<file path="config.mk">
export PLATFORM = sky130hd
export DESIGN_NAME = json_string_escaper_utf8
export DESIGN_NICKNAME = d
export VERILOG_FILES = /design/src/rtl/jse_pkg.sv /design/src/rtl/jse_front.sv /design/src/rtl/jse_queue.sv /design/src/rtl/jse_back.sv /design/src/rtl/json_string_escaper_utf8.sv
export SDC_FILE = /design/constraint.sdc
export NUM_CORES = 1
export LEC_CHECK = 0
export ABC_AREA = 0
export BUFFER_PORTS_ARGS = -buffer_cell sky130_fd_sc_hd__clkbuf_2
export CORE_MARGIN = 5
export CORE_UTILIZATION = 65
export CTS_BUF_LIST = sky130_fd_sc_hd__clkbuf_8
export DETAILED_ROUTE_END_ITERATION = 16
export PLACE_DENSITY = 0.82
export RECOVER_POWER = 25
export SYNTH_ARGS = -nofsm -noshare
export SYNTH_HDL_FRONTEND = slang
export SYNTH_SLANG_ARGS = --single-unit
</file>
<file path="constraint.sdc">
create_clock -name clk -period 6.3 [get_ports clk]
set_input_delay 0.63 -clock clk [delete_from_list [all_inputs] [get_ports clk]]
set_output_delay 0.63 -clock clk [all_outputs]
set_load 0.01 [all_outputs]
</file>
<file path="src/rtl/jse_pkg.sv">
// ----------------------------------------------------------------------------
// jse_pkg
// shared types, constants and helpers of the json string escaper
// ----------------------------------------------------------------------------
package jse_pkg;

    localparam int QUEUE_DEPTH = 4;

    localparam logic [7:0] QUOTE   = 8'h22;
    localparam logic [7:0] BSLASH  = 8'h5C;
    localparam logic [7:0] CH_U    = 8'h75;
    localparam logic [7:0] CH_ZERO = 8'h30;
    localparam logic [7:0] REPL_B0 = 8'hEF;
    localparam logic [7:0] REPL_B1 = 8'hBF;
    localparam logic [7:0] REPL_B2 = 8'hBD;

    localparam logic [3:0] MAX_RESULTS = 4'd15;

    // kind of the trailing part of a job
    localparam logic [2:0] TAIL_NONE  = 3'd0;
    localparam logic [2:0] TAIL_CLOSE = 3'd1;
    localparam logic [2:0] TAIL_SEQ   = 3'd2;
    localparam logic [2:0] TAIL_CHAR  = 3'd3;
    localparam logic [2:0] TAIL_ESC   = 3'd4;
    localparam logic [2:0] TAIL_UESC  = 3'd5;
    localparam logic [2:0] TAIL_REPL  = 3'd6;

    typedef struct packed {
        logic        open_quote;
        logic [1:0]  n_repl;
        logic [2:0]  tail;
        logic [2:0]  tail_len;
        logic [3:0]  total;
        logic [31:0] bytes;
    } jse_job_t;

    function automatic logic [7:0] hex_digit(input logic [3:0] n);
        logic [7:0] r;
        if (n < 4'd10)
        begin
            r = 8'h30 + {4'h0, n};
        end
        else
        begin
            r = 8'h57 + {4'h0, n};
        end
        return r;
    endfunction

    function automatic logic [7:0] repl_byte(input logic [1:0] k);
        logic [7:0] r;
        unique case (k)
            2'd0:    r = REPL_B0;
            2'd1:    r = REPL_B1;
            default: r = REPL_B2;
        endcase
        return r;
    endfunction

endpackage

</file>
<file path="src/rtl/jse_front.sv">
// ----------------------------------------------------------------------------
// jse_front
// accepts words, tracks utf-8 sequences and turns each word into a job
// ----------------------------------------------------------------------------
module jse_front
    import jse_pkg::*;
(
    input  logic       clk,
    input  logic       rst_n,
    input  logic       accept,
    input  logic       command,
    input  logic [7:0] data_byte,
    output jse_job_t   job,
    output logic       push
);

    logic       open_reg, open_next;
    logic [7:0] lead_reg, lead_next;
    logic [7:0] c0_reg, c0_next;
    logic [7:0] c1_reg, c1_next;
    logic [1:0] held_reg, held_next;
    logic [2:0] need_reg, need_next;

    logic       cont;
    logic       second_ok;
    logic       fresh;
    logic [7:0] esc;
    logic [4:0] tot5;

    assign cont = (data_byte[7:6] == 2'b10);
    assign second_ok = !((lead_reg == 8'hE0 && data_byte < 8'hA0) ||
                         (lead_reg == 8'hED && data_byte >= 8'hA0) ||
                         (lead_reg == 8'hF0 && data_byte < 8'h90) ||
                         (lead_reg == 8'hF4 && data_byte >= 8'h90));

    always_comb
    begin
        unique case (data_byte)
            8'h22:   esc = 8'h22;
            8'h5C:   esc = 8'h5C;
            8'h08:   esc = 8'h62;
            8'h0C:   esc = 8'h66;
            8'h0A:   esc = 8'h6E;
            8'h0D:   esc = 8'h72;
            8'h09:   esc = 8'h74;
            default: esc = 8'h00;
        endcase
    end

    always_comb
    begin
        open_next = 1'b1;
        lead_next = lead_reg;
        c0_next   = c0_reg;
        c1_next   = c1_reg;
        held_next = held_reg;
        need_next = need_reg;
        fresh     = 1'b0;

        job.open_quote = !open_reg;
        job.n_repl     = 2'd0;
        job.tail       = TAIL_NONE;
        job.tail_len   = 3'd0;
        job.bytes      = 32'h0;

        if (command)
        begin
            job.n_repl   = held_reg;
            held_next    = 2'd0;
            need_next    = 3'd0;
            job.tail     = TAIL_CLOSE;
            job.tail_len = 3'd1;
            open_next    = 1'b0;
        end
        else
        begin
            fresh = 1'b1;
            if (held_reg != 2'd0)
            begin
                if (cont && (held_reg != 2'd1 || second_ok))
                begin
                    fresh = 1'b0;
                    if ({1'b0, held_reg} + 3'd1 >= need_reg)
                    begin
                        job.tail     = TAIL_SEQ;
                        job.tail_len = {1'b0, held_reg} + 3'd1;
                        unique case (held_reg)
                            2'd1:    job.bytes = {16'h0, data_byte, lead_reg};
                            2'd2:    job.bytes = {8'h0, data_byte, c0_reg, lead_reg};
                            default: job.bytes = {data_byte, c1_reg, c0_reg, lead_reg};
                        endcase
                        held_next = 2'd0;
                        need_next = 3'd0;
                    end
                    else
                    begin
                        if (held_reg == 2'd1)
                        begin
                            c0_next = data_byte;
                        end
                        else
                        begin
                            c1_next = data_byte;
                        end
                        held_next = held_reg + 2'd1;
                    end
                end
                else
                begin
                    job.n_repl = held_reg;
                    held_next  = 2'd0;
                    need_next  = 3'd0;
                end
            end

            if (fresh)
            begin
                job.bytes = {24'h0, data_byte};
                priority if (data_byte < 8'h80)
                begin
                    if (esc != 8'h00)
                    begin
                        job.tail     = TAIL_ESC;
                        job.tail_len = 3'd2;
                        job.bytes    = {24'h0, esc};
                    end
                    else if (data_byte < 8'h20)
                    begin
                        job.tail     = TAIL_UESC;
                        job.tail_len = 3'd6;
                    end
                    else
                    begin
                        job.tail     = TAIL_CHAR;
                        job.tail_len = 3'd1;
                    end
                end
                else if (data_byte >= 8'hC2 && data_byte <= 8'hDF)
                begin
                    need_next = 3'd2;
                    lead_next = data_byte;
                    held_next = 2'd1;
                end
                else if (data_byte >= 8'hE0 && data_byte <= 8'hEF)
                begin
                    need_next = 3'd3;
                    lead_next = data_byte;
                    held_next = 2'd1;
                end
                else if (data_byte >= 8'hF0 && data_byte <= 8'hF4)
                begin
                    need_next = 3'd4;
                    lead_next = data_byte;
                    held_next = 2'd1;
                end
                else
                begin
                    job.tail     = TAIL_REPL;
                    job.tail_len = 3'd3;
                end
            end
        end

        tot5 = {4'h0, job.open_quote} + ({3'h0, job.n_repl} * 5'd3) + {2'h0, job.tail_len};
        job.total = (tot5 > {1'b0, MAX_RESULTS}) ? MAX_RESULTS : tot5[3:0];
    end

    assign push = accept && (job.total != 4'd0);

    always_ff @(posedge clk or negedge rst_n)
    begin
        if (!rst_n)
        begin
            open_reg <= 1'b0;
            lead_reg <= 8'h0;
            c0_reg   <= 8'h0;
            c1_reg   <= 8'h0;
            held_reg <= 2'd0;
            need_reg <= 3'd0;
        end
        else if (accept)
        begin
            open_reg <= open_next;
            lead_reg <= lead_next;
            c0_reg   <= c0_next;
            c1_reg   <= c1_next;
            held_reg <= held_next;
            need_reg <= need_next;
        end
    end

endmodule

</file>
<file path="src/rtl/jse_queue.sv">
// ----------------------------------------------------------------------------
// jse_queue
// short job queue between front and back
// ----------------------------------------------------------------------------
module jse_queue
    import jse_pkg::*;
#(
    parameter int Depth = QUEUE_DEPTH
)
(
    input  logic     clk,
    input  logic     rst_n,
    input  logic     push,
    input  jse_job_t push_job,
    input  logic     pop,
    output jse_job_t head_job,
    output logic     head_valid,
    output logic     full
);

    localparam int AW = $clog2(Depth);
    localparam int CW = $clog2(Depth + 1);

    jse_job_t        mem [Depth];
    logic [AW-1:0]   wr_ptr_reg, wr_ptr_next;
    logic [AW-1:0]   rd_ptr_reg, rd_ptr_next;
    logic [CW-1:0]   count_reg, count_next;

    assign full       = (count_reg == CW'(Depth));
    assign head_valid = (count_reg != '0);
    assign head_job   = mem[rd_ptr_reg];

    always_comb
    begin
        wr_ptr_next = wr_ptr_reg;
        rd_ptr_next = rd_ptr_reg;
        if (push)
        begin
            wr_ptr_next = (wr_ptr_reg == AW'(Depth - 1)) ? '0 : wr_ptr_reg + 1'b1;
        end
        if (pop)
        begin
            rd_ptr_next = (rd_ptr_reg == AW'(Depth - 1)) ? '0 : rd_ptr_reg + 1'b1;
        end
        count_next = count_reg + CW'(push) - CW'(pop);
    end

    always_ff @(posedge clk)
    begin
        if (push)
        begin
            mem[wr_ptr_reg] <= push_job;
        end
    end

    always_ff @(posedge clk or negedge rst_n)
    begin
        if (!rst_n)
        begin
            wr_ptr_reg <= '0;
            rd_ptr_reg <= '0;
            count_reg  <= '0;
        end
        else
        begin
            wr_ptr_reg <= wr_ptr_next;
            rd_ptr_reg <= rd_ptr_next;
            count_reg  <= count_next;
        end
    end

endmodule

</file>
<file path="src/rtl/jse_back.sv">
// ----------------------------------------------------------------------------
// jse_back
// expands the head job into output words, one per cycle while out_ready does not stall the output
// ----------------------------------------------------------------------------
module jse_back
    import jse_pkg::*;
(
    input  logic       clk,
    input  logic       rst_n,
    input  jse_job_t   job,
    input  logic       head_valid,
    output logic       pop,
    output logic       out_valid,
    input  logic       out_ready,
    output logic [7:0] out_byte,
    output logic       last_of_run,
    output logic       string_closed
);

    logic [3:0] pos_reg, pos_next;
    logic       valid_reg, valid_next;
    logic [7:0] byte_reg;
    logic       last_reg;
    logic       closed_reg;

    logic       fire;
    logic       is_last;
    logic [3:0] q;
    logic [3:0] rep_len;
    logic [3:0] t4;
    logic [2:0] t;
    logic       in_quote;
    logic       in_rep;
    logic [1:0] rep_idx;
    logic [7:0] cur_byte;
    logic       cur_closed;

    assign fire    = head_valid && (!valid_reg || out_ready);
    assign is_last = (pos_reg == job.total - 4'd1);
    assign pop     = fire && is_last;

    assign q        = pos_reg - {3'h0, job.open_quote};
    assign rep_len  = {1'b0, job.n_repl, 1'b0} + {2'h0, job.n_repl};
    assign t4       = q - rep_len;
    assign t        = t4[2:0];
    assign in_quote = job.open_quote && (pos_reg == 4'd0);
    assign in_rep   = !in_quote && (q < rep_len);

    always_comb
    begin
        unique case (q)
            4'd0, 4'd3, 4'd6: rep_idx = 2'd0;
            4'd1, 4'd4, 4'd7: rep_idx = 2'd1;
            default:          rep_idx = 2'd2;
        endcase
    end

    always_comb
    begin
        cur_closed = 1'b0;
        if (in_quote)
        begin
            cur_byte = QUOTE;
        end
        else if (in_rep)
        begin
            cur_byte = repl_byte(rep_idx);
        end
        else
        begin
            unique case (job.tail)
                TAIL_CLOSE:
                begin
                    cur_byte   = QUOTE;
                    cur_closed = 1'b1;
                end
                TAIL_SEQ:
                begin
                    cur_byte = job.bytes[{t[1:0], 3'b000} +: 8];
                end
                TAIL_ESC:
                begin
                    cur_byte = (t == 3'd0) ? BSLASH : job.bytes[7:0];
                end
                TAIL_UESC:
                begin
                    unique case (t)
                        3'd0:       cur_byte = BSLASH;
                        3'd1:       cur_byte = CH_U;
                        3'd2, 3'd3: cur_byte = CH_ZERO;
                        3'd4:       cur_byte = hex_digit(job.bytes[7:4]);
                        default:    cur_byte = hex_digit(job.bytes[3:0]);
                    endcase
                end
                TAIL_REPL:
                begin
                    cur_byte = repl_byte(t[1:0]);
                end
                default:
                begin
                    cur_byte = job.bytes[7:0];
                end
            endcase
        end
    end

    always_comb
    begin
        pos_next   = pos_reg;
        valid_next = valid_reg;
        if (fire)
        begin
            pos_next   = is_last ? 4'd0 : pos_reg + 4'd1;
            valid_next = 1'b1;
        end
        else if (out_ready)
        begin
            valid_next = 1'b0;
        end
    end

    always_ff @(posedge clk or negedge rst_n)
    begin
        if (!rst_n)
        begin
            pos_reg   <= 4'd0;
            valid_reg <= 1'b0;
        end
        else
        begin
            pos_reg   <= pos_next;
            valid_reg <= valid_next;
        end
    end

    always_ff @(posedge clk)
    begin
        if (fire)
        begin
            byte_reg   <= cur_byte;
            last_reg   <= is_last;
            closed_reg <= cur_closed;
        end
    end

    assign out_valid     = valid_reg;
    assign out_byte      = byte_reg;
    assign last_of_run   = last_reg;
    assign string_closed = closed_reg;

endmodule

</file>
<file path="src/rtl/json_string_escaper_utf8.sv">
// path: accepted word -> job queue -> back end output register; throughput: one
//   output word per cycle unless out_ready stalls; a word that expands into k
//   output words holds the back end until all k are out, the front accepts words
//   until the job queue is full; words that produce nothing use the front only
// reset: rst_n clears the string and utf-8 state, empties the queue and
//   drops any pending output word
// ----------------------------------------------------------------------------
// json_string_escaper_utf8
// quoted json string escaper with utf-8 checking, front, queue and back end
// ----------------------------------------------------------------------------
module json_string_escaper_utf8
    import jse_pkg::*;
#(
    parameter int QueueDepth = QUEUE_DEPTH
)
(
    input  logic       clk,
    input  logic       rst_n,
    input  logic       in_valid,
    output logic       in_ready,
    input  logic       command,
    input  logic [7:0] data_byte,
    output logic       out_valid,
    input  logic       out_ready,
    output logic [7:0] out_byte,
    output logic       last_of_run,
    output logic       string_closed
);

    jse_job_t new_job;
    jse_job_t head_job;
    logic     push;
    logic     pop;
    logic     head_valid;
    logic     full;

    assign in_ready = !full;

    jse_front u_front (
        .clk       (clk),
        .rst_n     (rst_n),
        .accept    (in_valid && in_ready),
        .command   (command),
        .data_byte (data_byte),
        .job       (new_job),
        .push      (push)
    );

    jse_queue #(
        .Depth (QueueDepth)
    ) u_queue (
        .clk        (clk),
        .rst_n      (rst_n),
        .push       (push),
        .push_job   (new_job),
        .pop        (pop),
        .head_job   (head_job),
        .head_valid (head_valid),
        .full       (full)
    );

    jse_back u_back (
        .clk           (clk),
        .rst_n         (rst_n),
        .job           (head_job),
        .head_valid    (head_valid),
        .pop           (pop),
        .out_valid     (out_valid),
        .out_ready     (out_ready),
        .out_byte      (out_byte),
        .last_of_run   (last_of_run),
        .string_closed (string_closed)
    );

endmodule

</file>
==> flow_summary.ini <==
[clocking]
cts_inserted_buffers = 35
hold_buffers = 0
cts_sinks = 220
cts_tree = built
clk_latency_ns = 0.51
post_cts.repair.setup_buffers = 0
cts.clk_slew.worst_paths_ns = 0.06
clk_path_buf_depth = 3
cts_root_buf = clkbuf_8
cts-resized-gates = 0
htreeDepth = 2

[setup_path]
endpoint_kind = flip-flop
r2r_start = u_front.held_reg[0]
worstPathArrival_ns = 5.47
required_ns = 6.55
setup.worst_path.end = u_queue.mem[0][30]
ff2ff_setup_slack_ns = 1.08
cp_max_fo = 29
worst_setup_path_start_kind = flip-flop
crit_path_start = u_front.held_reg[0]
worstSetupPathType = reg -> reg
r2r.worst_path.cells = 17
reg2reg_to = u_queue.mem[0][30]

[floorplanning]
row_count = 47
ios = 25
initial_core_util = 0.6548
fp.coreArea_um2 = 16410
dieArea_um2 = 19200
die_w_um = 138.6
dieHeight_um = 138.6

[power_and_ir_drop]
p_per_area_nw_per_um2 = 558.4
leakagePower_nw = 4.243
total_power_mw = 6.506
peakVddDrop_v = 0.0004713

[detailed_routing]
routed_wl_um = 22690
drc = 0
avgRoutedWirePerCell_um = 21.82
via_per_inst = 6.423
dr.pass1.iters = 5
antenna_left = 0
initialDrtViolationCount = 503
routed-via-count = 6680

[yosys]
ys_seq_elements = 220
synth_common_cells = edfxtp_1, nor2_1, dfrtp_1, nand2_1, a21oi_1
synth.distinct_cells = 77
ys_top_cells_by_area = edfxtp_1, dfrtp_1, mux4_2
syn-instance-count = 756
synthArstFlopShare = 0.1909
synth_top_area_frac = 0.4975
avgSynthCellArea_um2 = 14.21
synth_area_um2 = 10740
ys_seq_area_frac = 0.5953
ys_warn_count = 0
synth-edff-count = 178
yosysMostFrequentCell = edfxtp_1
synth_top_cell_by_area = edfxtp_1
synth_flop_cell = edfxtp_1

[outcome]
violations = max-capacitance violations, max-slew violations
status = finished with violations

[sta]
setup_viol = 0
setup_tns_ns = 0
min_period_over_period = 0.8286
fmax_mhz = 191.6
slew_viol_final = 43
period_needed_ns = 5.220
skew_ns = 0.01084
worst_slack_ns = 1.080
hold_viol = 0
tightest_slew_ns = 2.266
slew_headroom = -0.5104
rsz0062_at_grt = no

[global_routing]
grt_usage = 0.2434
grt_pass1_vias = 6653
antenna_found_initial = 0
grt_pass1_wl_um = 36810
gr-total-overflow = 0
grt_max_degree = 46

[cells_and_area]
diodes = 0
drive_gt1_frac = 0.1695
top_register = u_queue.mem
fin_nets = 844
largest_register_ffs = 168
syn2layout_area_growth_pct = 8.431

[min_path]
hp-class = in -> reg

[placed_design]
gp_routability_congestion = 1.020
hpwl_um = 15750
numPortBuffers = 24
place_ws_ns = 0.8711

[job]
maxCapViolations = 1
[worst max-delay path, cell delays in order, from the launching register on]
cell and delay, ns:
dfrtp_1 0.53, inv_1 0.13, ha_1 0.32, buf_4 0.23, ha_1 0.31, a21o_1 0.12, a21o_1 0.19, nand3_1 0.10
a221o_1 0.36, fa_1 0.50, inv_1 0.07, fa_1 0.48, a21o_1 0.20, nand2_1 0.08, nand2b_1 0.13, o41a_1 0.50
and2_2 0.43, buf_4 0.28
[cells in the final DEF (no fill, tap or decap), types with 25 or more instances in the layout]
cell	count
nand2_1	40
clkbuf_8	35
nor2_1	44
dfrtp_1	41
a21oi_1	39
ha_1	31
mux4_2	37
o21ai_0	25
edfxtp_1	178
inv_1	49
[cell type report]
| class | instances | area (um^2) |
|---|---|---|
| inverters | 38 | 142.6 |
| multi-input cells | 465 | 4028 |
| flip-flops and latches | 220 | 6397 |
| clock buffers | 35 | 481.7 |
| repair buffers | 36 | 192.7 |
| fillers | 1074 | 4757 |
| clock inverters | 26 | 132.6 |
| well taps | 220 | 275.3 |
[power by group]
group | switching [mW] | internal [mW]
Clock | 0.518 | 0.559
Sequential | 0.163 | 2.07
Combinational | 1.88 | 1.32
[cell families after synthesis]
group,synth area share
buf+inv,0.03086
compound gates,0.09142
mux,0.1318
flops,0.5953
simple gates,0.09282
fa+ha+maj,0.04355
other cells,0.0003490
xor+xnor,0.01386
[per-layer routing]
metal,global-route usage,share of wire,vias to the layer above
met5,0,0,-
met4,0.06864,0.023,0
met3,0.04103,0.073,50
met2,0.3983,0.49,295
met1,0.3445,0.41,3329
li1,-,-,3006
[metrics by stage]
step                      cell area, um^2    util  hold WS, ns  instances
after global placement              11060  0.6740       0.4558        979
after detailed placement            11060  0.6740       0.4623        979
after CTS                           11670  0.7114       0.3183       1040
after global routing                11650  0.7101       0.3578       1040
final                               11650  0.7101       0.3679       1040
after floorplan                     10760       -       0.3344        759
[worst min-delay path by stage]
| stage | depth (start not counted) | endpoint | slack (ns) | from |
|---|---|---|---|---|
| 6_report | 4 | u_back.out_valid | 0.37 | out_ready |
| 5_1_grt | 4 | u_back.out_valid | 0.36 | out_ready |
| 4_1_cts | 1 | u_queue.count_reg[1] | 0.32 | rst_n |
| 3_5_place_dp | 1 | u_front.c1_reg[7] | 0.46 | u_front.c1_reg[7] |
| 3_3_place_gp | 1 | u_front.c1_reg[7] | 0.46 | u_front.c1_reg[7] |
| 2_1_floorplan | 0 | u_back.out_valid | 0.33 | rst_n |
No activity file was read; power rests on OpenSTA's default activity.
